[config.mk]
export PLATFORM = sky130hd
export DESIGN_NAME = temp_humidity_frame_decode_unit
export DESIGN_NICKNAME = d
export VERILOG_FILES = /design/src/hdl/thfd_pkg.sv /design/src/hdl/thfd_crc.sv /design/src/hdl/temp_humidity_frame_decode_unit.sv
export SDC_FILE = /design/constraint.sdc
export NUM_CORES = 1
export LEC_CHECK = 0
export CORE_AREA = 2 2 102 123
export CTS_CLUSTER_DIAMETER = 30
export CTS_CLUSTER_SIZE = 30
export DETAILED_ROUTE_END_ITERATION = 6
export DIE_AREA = 0 0 104 125
export DONT_BUFFER_PORTS = 1
export GPL_TIMING_DRIVEN = 1
export PLACE_DENSITY_LB_ADDON = 0.05
export REMOVE_ABC_BUFFERS = 1
export SETUP_SLACK_MARGIN = 0.02
export SLEW_MARGIN = 20
export SYNTH_ARGS = -nofsm -noshare
export SYNTH_HDL_FRONTEND = slang
export SYNTH_SLANG_ARGS = --single-unit
[constraint.sdc]
create_clock -name i_clk -period 5.2 [get_ports i_clk]
set_input_delay 1.04 -clock i_clk [delete_from_list [all_inputs] [get_ports i_clk]]
set_output_delay 1.04 -clock i_clk [all_outputs]
set_load 0.005 [all_outputs]
[src/hdl/thfd_pkg.sv]
// ----------------------------------------------------------------------------
// thfd_pkg
// Shared types and constants for the sensor frame decoder: beat structs,
// frame layout, CRC-16/MODBUS constants and result status codes.
// ----------------------------------------------------------------------------
package thfd_pkg;

    // Frame layout
    localparam int FRAME_LENGTH      = 8;
    localparam int CRC_COVERED_BYTES = 6;
    localparam int PAY_FIRST         = 2;
    localparam int PAY_DEPTH         = 5;
    localparam int POS_W             = $clog2(FRAME_LENGTH);
    localparam int PAY_IDX_W         = $clog2(PAY_DEPTH);

    localparam logic [POS_W-1:0] POS_LAST    = POS_W'(FRAME_LENGTH - 1);
    localparam logic [POS_W-1:0] POS_CRC_END = POS_W'(CRC_COVERED_BYTES);
    localparam logic [POS_W-1:0] POS_PAY_LO  = POS_W'(PAY_FIRST);
    localparam logic [POS_W-1:0] POS_PAY_HI  = POS_W'(PAY_FIRST + PAY_DEPTH - 1);

    // Payload store slots
    localparam logic [PAY_IDX_W-1:0] SLOT_HUM_HI  = PAY_IDX_W'(0);
    localparam logic [PAY_IDX_W-1:0] SLOT_HUM_LO  = PAY_IDX_W'(1);
    localparam logic [PAY_IDX_W-1:0] SLOT_TEMP_HI = PAY_IDX_W'(2);
    localparam logic [PAY_IDX_W-1:0] SLOT_TEMP_LO = PAY_IDX_W'(3);
    localparam logic [PAY_IDX_W-1:0] SLOT_CRC_LO  = PAY_IDX_W'(4);

    // CRC-16/MODBUS
    localparam logic [15:0] CRC_INIT = 16'hFFFF;
    localparam logic [15:0] CRC_POLY = 16'hA001;

    // Temperature high byte: sign flag and magnitude mask
    localparam logic [7:0] TEMP_MAG_MASK = 8'h7F;
    localparam logic [7:0] TEMP_SIGN     = 8'h80;

    // Beat kinds
    localparam logic KIND_BYTE = 1'b0;
    localparam logic KIND_READ = 1'b1;

    // Result status codes
    localparam logic [1:0] ST_READ = 2'd0;
    localparam logic [1:0] ST_OK   = 2'd1;
    localparam logic [1:0] ST_BAD  = 2'd2;

    typedef struct packed {
        logic       kind;
        logic [7:0] rx_byte;
        logic       frame_start;
    } t_in;

    typedef struct packed {
        logic [15:0]        humidity_tenths;
        logic signed [15:0] temperature_tenths;
        logic [1:0]         frame_status;
    } t_out;

endpackage

[src/hdl/thfd_crc.sv]
// ----------------------------------------------------------------------------
// thfd_crc
// One-byte CRC-16/MODBUS update (reflected polynomial), fully unrolled.
// ----------------------------------------------------------------------------
module thfd_crc (
    input  logic [15:0] i_crc,
    input  logic [7:0]  i_byte,
    output logic [15:0] o_crc
);
    import thfd_pkg::*;

    // Eight shift/xor steps per byte
    always_comb begin
        logic [15:0] c;
        c = i_crc ^ {8'h00, i_byte};
        for (int b = 0; b < 8; b++) begin
            if (c[0]) begin
                c = (c >> 1) ^ CRC_POLY;
            end else begin
                c = c >> 1;
            end
        end
        o_crc = c;
    end

endmodule

[src/hdl/temp_humidity_frame_decode_unit.sv]
// Flow: a beat accepted into the input register is decoded from it; its result,
// if any, enters the output register when the beat leaves the input stage.
// Throughput: one beat per cycle; only a result beat waiting on a full output
// register holds the input stage. The byte CRC update is combinational logic.
// Reset: synchronous, active low; clears CRC to FFFF, position and held values.
// ----------------------------------------------------------------------------
// temp_humidity_frame_decode_unit
// Decodes eight-byte sensor replies, checks CRC-16/MODBUS over the first six
// bytes and holds humidity and temperature (tenths) from good frames. Read
// requests return the held values.
// ----------------------------------------------------------------------------
module temp_humidity_frame_decode_unit (
    input  logic           i_clk,
    input  logic           i_rst_n,
    input  logic           i_in_valid,
    output logic           o_in_ready,
    input  thfd_pkg::t_in  i_in,
    output logic           o_out_valid,
    input  logic           i_out_ready,
    output thfd_pkg::t_out o_out
);
    import thfd_pkg::*;

    // Input stage
    logic r_s1_valid;
    t_in  r_s1;

    // Frame state
    logic [15:0]      r_crc, n_crc;
    logic [POS_W-1:0] r_pos, n_pos;
    logic [7:0]       r_pay [PAY_DEPTH];
    logic [15:0]      r_held_hum, n_held_hum;
    logic [15:0]      r_held_temp, n_held_temp;

    // Output stage
    logic r_out_valid;
    t_out r_out;

    logic             out_free;
    logic             s1_res;
    logic             s1_adv;
    logic             s1_last;
    logic             pay_wr;
    logic [PAY_IDX_W-1:0] pay_idx;
    logic [15:0]      crc_in;
    logic [15:0]      crc_fed;
    logic [POS_W-1:0] pos_eff;
    logic [15:0]      rx_crc;
    logic [14:0]      temp_mag;
    logic [1:0]       res_status;

    // Handshake
    assign out_free    = !r_out_valid || i_out_ready;
    assign s1_last     = (r_s1.kind == KIND_BYTE) && (pos_eff == POS_LAST);
    assign s1_res      = (r_s1.kind == KIND_READ) || s1_last;
    assign s1_adv      = r_s1_valid && (!s1_res || out_free);
    assign o_in_ready  = !r_s1_valid || s1_adv;
    assign o_out_valid = r_out_valid;
    assign o_out       = r_out;

    // Frame start restarts count and CRC
    assign pos_eff = r_s1.frame_start ? '0 : r_pos;
    assign crc_in  = r_s1.frame_start ? CRC_INIT : r_crc;

    thfd_crc u_crc (
        .i_crc  (crc_in),
        .i_byte (r_s1.rx_byte),
        .o_crc  (crc_fed)
    );

    assign pay_wr  = (pos_eff >= POS_PAY_LO) && (pos_eff <= POS_PAY_HI);
    assign pay_idx = PAY_IDX_W'(pos_eff - POS_PAY_LO);
    assign rx_crc  = {r_s1.rx_byte, r_pay[SLOT_CRC_LO]};
    assign temp_mag = {r_pay[SLOT_TEMP_HI][6:0] & TEMP_MAG_MASK[6:0], r_pay[SLOT_TEMP_LO]};

    // Next state for a beat leaving the input stage
    always_comb begin
        n_crc       = r_crc;
        n_pos       = r_pos;
        n_held_hum  = r_held_hum;
        n_held_temp = r_held_temp;
        res_status  = ST_READ;
        if (r_s1.kind == KIND_BYTE) begin
            if (s1_last) begin
                n_pos = '0;
                n_crc = CRC_INIT;
                if (rx_crc == crc_in) begin
                    res_status = ST_OK;
                    n_held_hum = {r_pay[SLOT_HUM_HI], r_pay[SLOT_HUM_LO]};
                    if ((r_pay[SLOT_TEMP_HI] & TEMP_SIGN) != 8'h00) begin
                        n_held_temp = 16'h0000 - {1'b0, temp_mag};
                    end else begin
                        n_held_temp = {1'b0, temp_mag};
                    end
                end else begin
                    res_status = ST_BAD;
                end
            end else begin
                n_pos = pos_eff + POS_W'(1);
                n_crc = (pos_eff < POS_CRC_END) ? crc_fed : crc_in;
            end
        end
    end

    // Input register
    always_ff @(posedge i_clk) begin
        if (!i_rst_n) begin
            r_s1_valid <= 1'b0;
        end else if (o_in_ready) begin
            r_s1_valid <= i_in_valid;
        end
        if (o_in_ready && i_in_valid) begin
            r_s1 <= i_in;
        end
    end

    // Frame and held state
    always_ff @(posedge i_clk) begin
        if (!i_rst_n) begin
            r_crc       <= CRC_INIT;
            r_pos       <= '0;
            r_held_hum  <= '0;
            r_held_temp <= '0;
        end else if (s1_adv) begin
            r_crc       <= n_crc;
            r_pos       <= n_pos;
            r_held_hum  <= n_held_hum;
            r_held_temp <= n_held_temp;
        end
    end

    // Payload bytes, no reset
    always_ff @(posedge i_clk) begin
        if (s1_adv && (r_s1.kind == KIND_BYTE) && pay_wr) begin
            r_pay[pay_idx] <= r_s1.rx_byte;
        end
    end

    // Output register
    always_ff @(posedge i_clk) begin
        if (!i_rst_n) begin
            r_out_valid <= 1'b0;
        end else if (s1_adv && s1_res) begin
            r_out_valid <= 1'b1;
        end else if (i_out_ready) begin
            r_out_valid <= 1'b0;
        end
        if (s1_adv && s1_res) begin
            r_out.humidity_tenths    <= n_held_hum;
            r_out.temperature_tenths <= n_held_temp;
            r_out.frame_status       <= res_status;
        end
    end

    // A waiting result always matches the held values
    a_out_matches_held: assert property (@(posedge i_clk) disable iff (!i_rst_n)
        r_out_valid |-> (r_out.humidity_tenths == r_held_hum) &&
                        (r_out.temperature_tenths == r_held_temp))
        else $error("output beat differs from held values");

    // End of frame returns count and CRC to their start values
    a_frame_end_rewinds: assert property (@(posedge i_clk) disable iff (!i_rst_n)
        (s1_adv && s1_last) |=> (r_pos == '0) && (r_crc == CRC_INIT))
        else $error("frame end did not rewind position and CRC");

    // Input stalls only behind a result blocked at the output
    a_stall_cause: assert property (@(posedge i_clk) disable iff (!i_rst_n)
        !o_in_ready |-> r_s1_valid && s1_res && !out_free)
        else $error("input stalled without cause");

    // Held humidity changes only with an accepted frame loaded at the output
    a_held_update: assert property (@(posedge i_clk) disable iff (!i_rst_n)
        (r_held_hum != $past(r_held_hum)) |-> r_out_valid && (r_out.frame_status == ST_OK))
        else $error("held humidity changed without an accepted frame");

endmodule
# After elaboration in Yosys (flattened, before gate mapping)
# Memory sizes are Yosys's and may differ from the RTL's.
# Cells that the tools add are included.
# W data, S select, Z words.
dict set report word_totals {
  ff_bits 97
  ramBits 40
  input_bits 14
  output_inout_bits 36
  memories 1
}
# name words word_bits rd rd_ports_with_merged_regs wr line_no
set mem_list {}
lappend mem_list {r_pay 5 8 5 0 1 temp_humidity_frame_decode_unit.sv:31} ;# logic [7:0] r_pay [PAY_DEPTH];
dict set report op_classes {
  n_addsub 3
  n_lt_le_gt_ge 3
  eq_ne 2
  n_mux 25
  n_bitwise 11
  n_reduce_logical 17
}
# cell count
set ops {}
lappend ops {{$mux W16} 18}
lappend ops {{$not A2 Y3} 8}
lappend ops {{$eq A16 B16 Y1} 1}
lappend ops {{$sub A1 B15 Y16 const A} 1}
lappend ops {{$xor A16 B8 Y16} 1}
lappend ops {{$logic_and A1 B1 Y1} 7}
lappend ops {{$mux W3} 2}
lappend ops {{$logic_or A1 B1 Y1} 4}
lappend ops {{$mux W1} 4}
lappend ops {{$add A3 B1 Y3 const B} 1}
lappend ops {{$eq A3 B3 Y1 const B} 1}
lappend ops {{$ge A3 B2 Y1 const B} 1}
lappend ops {{$le A3 B3 Y1 const B} 1}
lappend ops {{$logic_not A1 Y1} 3}
lappend ops {{$lt A3 B3 Y1 const B} 1}
lappend ops {{$sub A3 B2 Y3 const B} 1}
lappend ops {{$mux W2} 1}
lappend ops {{$not A1 Y1} 2}
lappend ops {{$reduce_and A2 Y1} 1}
lappend ops {{$reduce_bool A2 Y1} 1}
lappend ops {{$reduce_or A2 Y1} 1}

# Longest topological paths before layout
dict set report depth {
  word_depth 20
  ltp_mapped 14
}

# Modules after synthesis
# Synthesis repeated with hierarchy kept, for this count alone.
dict set report unflattened {
  cells_unflattened 526
  area_unflattened_um2 6292.3
}
# mod instances cells_each area_each_um2 seq_area_each_um2
set modules_own_cells {}
lappend modules_own_cells {temp_humidity_frame_decode_unit 1 497 6008.3 3583.4}
lappend modules_own_cells {thfd_crc 1 29 284.0 0.0}

# Worst setup path before layout
# No wires, ideal clock.
dict set report synth_path {
  path_type {register to register}
  startpoint {register r_s1[0] in the netlist's numbering}
  endpoint {register r_out, in the netlist o_out[0], enable pin}
  arrival_ps 3285
  required_ps 4775
  slack_ps 1490
  path_stages_with_launch 11
  synth_period_minus_slack_ps 3710
  path_cell_list {edfxtp_1 -> buf_6 -> buf_6 -> buf_2 -> nand2b_1 -> inv_1 -> ha_1 -> ha_1 -> clkbuf_1 -> o21ai_0 -> nor2_1}
}
dict set report synth_between {
  elab_chain_cells 8
}
# item line_no
set synth_lines {}
lappend synth_lines {{from (decl)} temp_humidity_frame_decode_unit.sv:26} ;# t_in r_s1;
lappend synth_lines {{from (signal assigned)} temp_humidity_frame_decode_unit.sv:113} ;# r_s1 <= i_in;
lappend synth_lines {{$mux W3 (*)} temp_humidity_frame_decode_unit.sv:62} ;# assign pos_eff = r_s1.frame_start ? '0 : r_pos;
lappend synth_lines {{$eq A3 B3 Y1 (*)} temp_humidity_frame_decode_unit.sv:54} ;# assign s1_last = (r_s1.kind == KIND_BYTE) && (pos_eff == POS_LAST);
lappend synth_lines {{$logic_and A1 B1 Y1 (*)} temp_humidity_frame_decode_unit.sv:54}
lappend synth_lines {{$logic_or A1 B1 Y1 (*)} temp_humidity_frame_decode_unit.sv:55} ;# assign s1_res = (r_s1.kind == KIND_READ) || s1_last;
lappend synth_lines {{$logic_not A1 Y1} temp_humidity_frame_decode_unit.sv:56} ;# assign s1_adv = r_s1_valid && (!s1_res || out_free);
lappend synth_lines {{$logic_or A1 B1 Y1} temp_humidity_frame_decode_unit.sv:56}
lappend synth_lines {{$logic_and A1 B1 Y1} temp_humidity_frame_decode_unit.sv:56}
lappend synth_lines {{$logic_and A1 B1 Y1 (*)} temp_humidity_frame_decode_unit.sv:148} ;# if (s1_adv && s1_res) begin
lappend synth_lines {{to (decl)} temp_humidity_frame_decode_unit.sv:37} ;# t_out r_out;
# Every way passes the cells marked *; elsewhere a longest branch is shown, timed or not.
# A chain may end at the register's enable or synchronous reset.

# Worst setup path after layout
dict set report layout_path {
  startpoint {register r_s1[0] in the netlist's numbering}
  endpoint {output o_in_ready}
}
dict set report layout_between {
  elab_chain_cells 8
}
# item line_no
set layout_lines {}
lappend layout_lines {{$mux W3} temp_humidity_frame_decode_unit.sv:62}
lappend layout_lines {{$eq A3 B3 Y1} temp_humidity_frame_decode_unit.sv:54}
lappend layout_lines {{$logic_and A1 B1 Y1} temp_humidity_frame_decode_unit.sv:54}
lappend layout_lines {{$logic_or A1 B1 Y1} temp_humidity_frame_decode_unit.sv:55}
lappend layout_lines {{$logic_not A1 Y1} temp_humidity_frame_decode_unit.sv:56}
lappend layout_lines {{$logic_or A1 B1 Y1} temp_humidity_frame_decode_unit.sv:56}
lappend layout_lines {{$logic_and A1 B1 Y1} temp_humidity_frame_decode_unit.sv:56}
lappend layout_lines {{$logic_or A1 B1 Y1} temp_humidity_frame_decode_unit.sv:57} ;# assign o_in_ready = !r_s1_valid || s1_adv;
lappend layout_lines {{to (decl)} temp_humidity_frame_decode_unit.sv:16} ;# output logic o_in_ready,
# Every way passes these cells.

==> metrics.csv <==
stage,metric,value,unit
final_layout,Multi-input gate area,0.00253,sq mm
floorplanning,Initial Util,53.6,%
clocking,setup bufs post-CTS,0,
yosys,"Seq/Total Area, Yosys",56.2,%
yosys,Mapped Cells,537,
pwr,P_sw,542,uW
route,DRC violations left,0,
worst_setup_path,crit-path cells,buf_4 -> nand2b_1 -> inv_1 -> ha_1 -> ha_1 -> o21ai_0 -> nor2_1 -> inv_1,
clocking,H-Tree Depth,4,
worst_setup_path,CP required,4160,ps
route,vias per cell,5.45,
clocking,clock root buffer master,clkbuf_16,
final_layout,Fillers,1005,
worst_setup_path,CP max stage cell,o21ai_0,
floorplanning,core area,0.0119,sq mm
sta,Final min period,3600,ps
final_layout,Diodes inserted,0,
clocking,Resize count post-CTS,0,
clocking,clock tree buffer depth,2,
sta,final worst slack,1600,ps
sta,Final TNS setup,0,ps
hold_path,Hold Path Class,reg -> reg,
run,Max Cap Viol,0,
yosys,Post-synth EDFFs,84,
clocking,Clock transition at path regs,60,ps
floorplanning,Core Rows,44,
sta,final hold viol count,0,
global_routing,largest net degree at the start of global routing,67,
yosys,Post-synth top flop,edfxtp_1,
place,Setup WS pre-CTS,2020,ps
place,GPL Wtd Cong,0.902,
sta,RSZ-0062 raised after global routing,no,
worst_setup_path,Crit Path Category,reg -> out,
sta,Achievable Freq,0.278,GHz
floorplanning,die width,104,um
floorplanning,Total Die Area,0.0130,sq mm
pwr,internal power,2.04,mW
clocking,CTS Buf Count,17,
yosys,Async SR Flop Fraction,0,%
clocking,hold buffers post-CTS,0,
global_routing,first-pass GRT wire length,18700,um
place,IO Port Bufs,0,
clocking,Clock Sinks,137,
worst_setup_path,critical path capture point type,output pin,
yosys,synthesis warning total,0,
pwr,Clock power frac,49.1,%
yosys,Avg Inst Size Synth,11.9,sq um
clocking,Worst-Skew Late Latency,410,ps
global_routing,GRT Resource Usage Total,18.5,%
pwr,Comb pwr share,4.4,%
global_routing,gr ovfl total,0,
final_layout,Seq. cell area,0.00358,sq mm
worst_setup_path,max incr delay on CP,450,ps
pwr,Leak,2.67,nW
worst_setup_path,startpoint types,flip-flop,
route,1st-iter DRT viols,183,
sta,Max Clock Skew,8.94,ps
pwr,Peak supply drop,0.196,mV
final_layout,share of cells above drive strength 1,20.0,%
pwr,Seq pwr share,46.5,%
clocking,CTS tree,built,
route,DRT Pass-1 Iters,5,
yosys,Mapped Area,0.00638,sq mm
route,"antenna viol nets, final",0,
sta,worst slew pin tran,969,ps
outcome,outcome,"complete, no violations",
final_layout,Layout Nets,545,
sta,Final Slew Violations,0,
pwr,power per cell area,367,mW/mm^2
worst_setup_path,Worst EP arrival,2560,ps
sta,worst hold slack,463,ps
sta,Worst slew margin,35.3,%
worst_setup_path,maximum fanout along the worst path,44,
route,average wire per standard cell,16.1,um
route,drt total wl,11300,um
place,DP Wirelength,7080,um
floorplanning,io pins,50,
global_routing,vias in the first global route,3774,
pwr,Sw Ratio,21.0,%
final_layout,area grow syn2layout,10.3,%
yosys,number of synthesized register bits,137,
sta,final setup violation count,0,
floorplanning,DIE HEIGHT,125,um
route,DR vias,3823,
sta,Final Cycle Share,69.3,%
yosys,Yosys cell types,42,
global_routing,initial antenna violation count,0,
-- worst max-delay path: cells and delay by family, from the launching register on --
kind                     cells  cell delay, ps
AND/OR/NAND/NOR              2             340
adder cells (fa/ha/maj)      2             500
AO/OA/AOI/OAI                1             450
buffers and inverters        3             560
flip-flops                   1             310
-- synthesized netlist by cell type, drive strengths merged (5+ instances only) --
| cell | n | area share, % |
|---|---|---|
| or3 | 8 | 0.78 |
| buf | 24 | 3.1 |
| o41ai | 10 | 1.5 |
| clkbuf | 12 | 0.71 |
| nand3 | 42 | 3.4 |
| nor2 | 29 | 1.7 |
| dfxtp | 53 | 17 |
| inv | 9 | 0.53 |
| mux2 | 31 | 7.1 |
| nor4 | 5 | 0.73 |
| xnor2 | 33 | 4.5 |
| a21oi | 11 | 0.86 |
| nand2b | 8 | 0.78 |
| nor3 | 5 | 0.39 |
| nor2b | 5 | 0.49 |
| xor2 | 18 | 2.5 |
| o21ai | 37 | 4.6 |
| edfxtp | 84 | 40 |
| nand2 | 76 | 4.6 |
| o211ai | 13 | 1.5 |
-- registers in the layout, indices dropped and copies added, names as in the netlist --
| name | cells |
|---|---|
| o_out | 34 |
| o_out_valid | 1 |
| r_crc | 16 |
| r_held_hum | 16 |
| r_held_temp | 16 |
| r_pay | 40 |
| r_pos | 3 |
| r_s1 | 10 |
| r_s1_valid | 1 |
-- area by class of cell --
type / instances / area share [%]
tap: 161 / 2.86
timing repair buffer: 7 / 0.747
sequential: 137 / 50.9
clock buffer: 18 / 6.24
multi-input combinational: 355 / 36.0
clock inverter: 14 / 2.76
inverter: 9 / 0.480
-- metal layers --
metal  track usage [%]  part of all wire [%]
met2              30.8                    49
met5                 0                     0
met4              8.90                   1.5
met3              4.28                   2.9
met1              22.8                    46
-- power by group through the flow --
stage | sequential [mW] | clock (mW) | combinational (mW)
finish | 1.20 | 1.27 | 0.114
global route | 1.20 | 1.34 | 0.126
CTS | 1.20 | 1.30 | 0.115
detailed placement | 1.23 | 0 | 0.114
global placement | 1.23 | 0 | 0.110
floorplan | 1.22 | 0 | 0.0928
-- final timing paths --
path / start / to / slack, ps / depth (start not counted)
worst max-delay path: r_s1[0] / o_in_ready / 1600 / 8
worst min register to register: r_held_hum[5] / r_held_hum[5] / 460 / 2
worst min-delay path: r_held_hum[5] / r_held_hum[5] / 460 / 2
worst max register to register: r_s1[7] / o_out[28] / 2100 / 6
-- cells in the final DEF, fill, tap and decap left out, drive strengths merged, types with 2 or more instances in the layout --
cell	n
clkinv	5
ha	4
nor2	29
nand3	42
o32ai	2
inv	12
or3	8
o22ai	4
clkinvlp	2
dfxtp	53
a22oi	3
o31ai	4
nand2b	8
o211ai	13
clkbuf	18
bufinv	4
nor2b	5
xor2	18
a21oi	11
nand2	76
edfxtp	84
nor4	5
mux2	31
nor3	5
o41ai	10
xnor2	33
o21ai	37
buf	7
-- per-stage QoR --
step | util, % | std cells | power (mW) | instance area, sq um
floorplan | - | 501 | 1.31 | 6130
global placement | 53.8 | 669 | 1.34 | 6390
detailed placement | 53.8 | 669 | 1.34 | 6390
CTS | 59.1 | 701 | 2.61 | 7030
global route | 59.2 | 701 | 2.67 | 7040
finish | 59.2 | 701 | 2.58 | 7040
-- cell families after synthesis --
| family | share of synthesized area [%] |
|---|---|
| muxes | 7.22 |
| AOI/OAI and AO/OA | 10.4 |
| xor gates and xnor gates | 7.73 |
| buffers and inverters | 4.37 |
| and+or+nand+nor | 13.3 |
| DFF | 56.2 |
| adders and majority gates | 0.785 |
(Power assumes the default switching activity.)
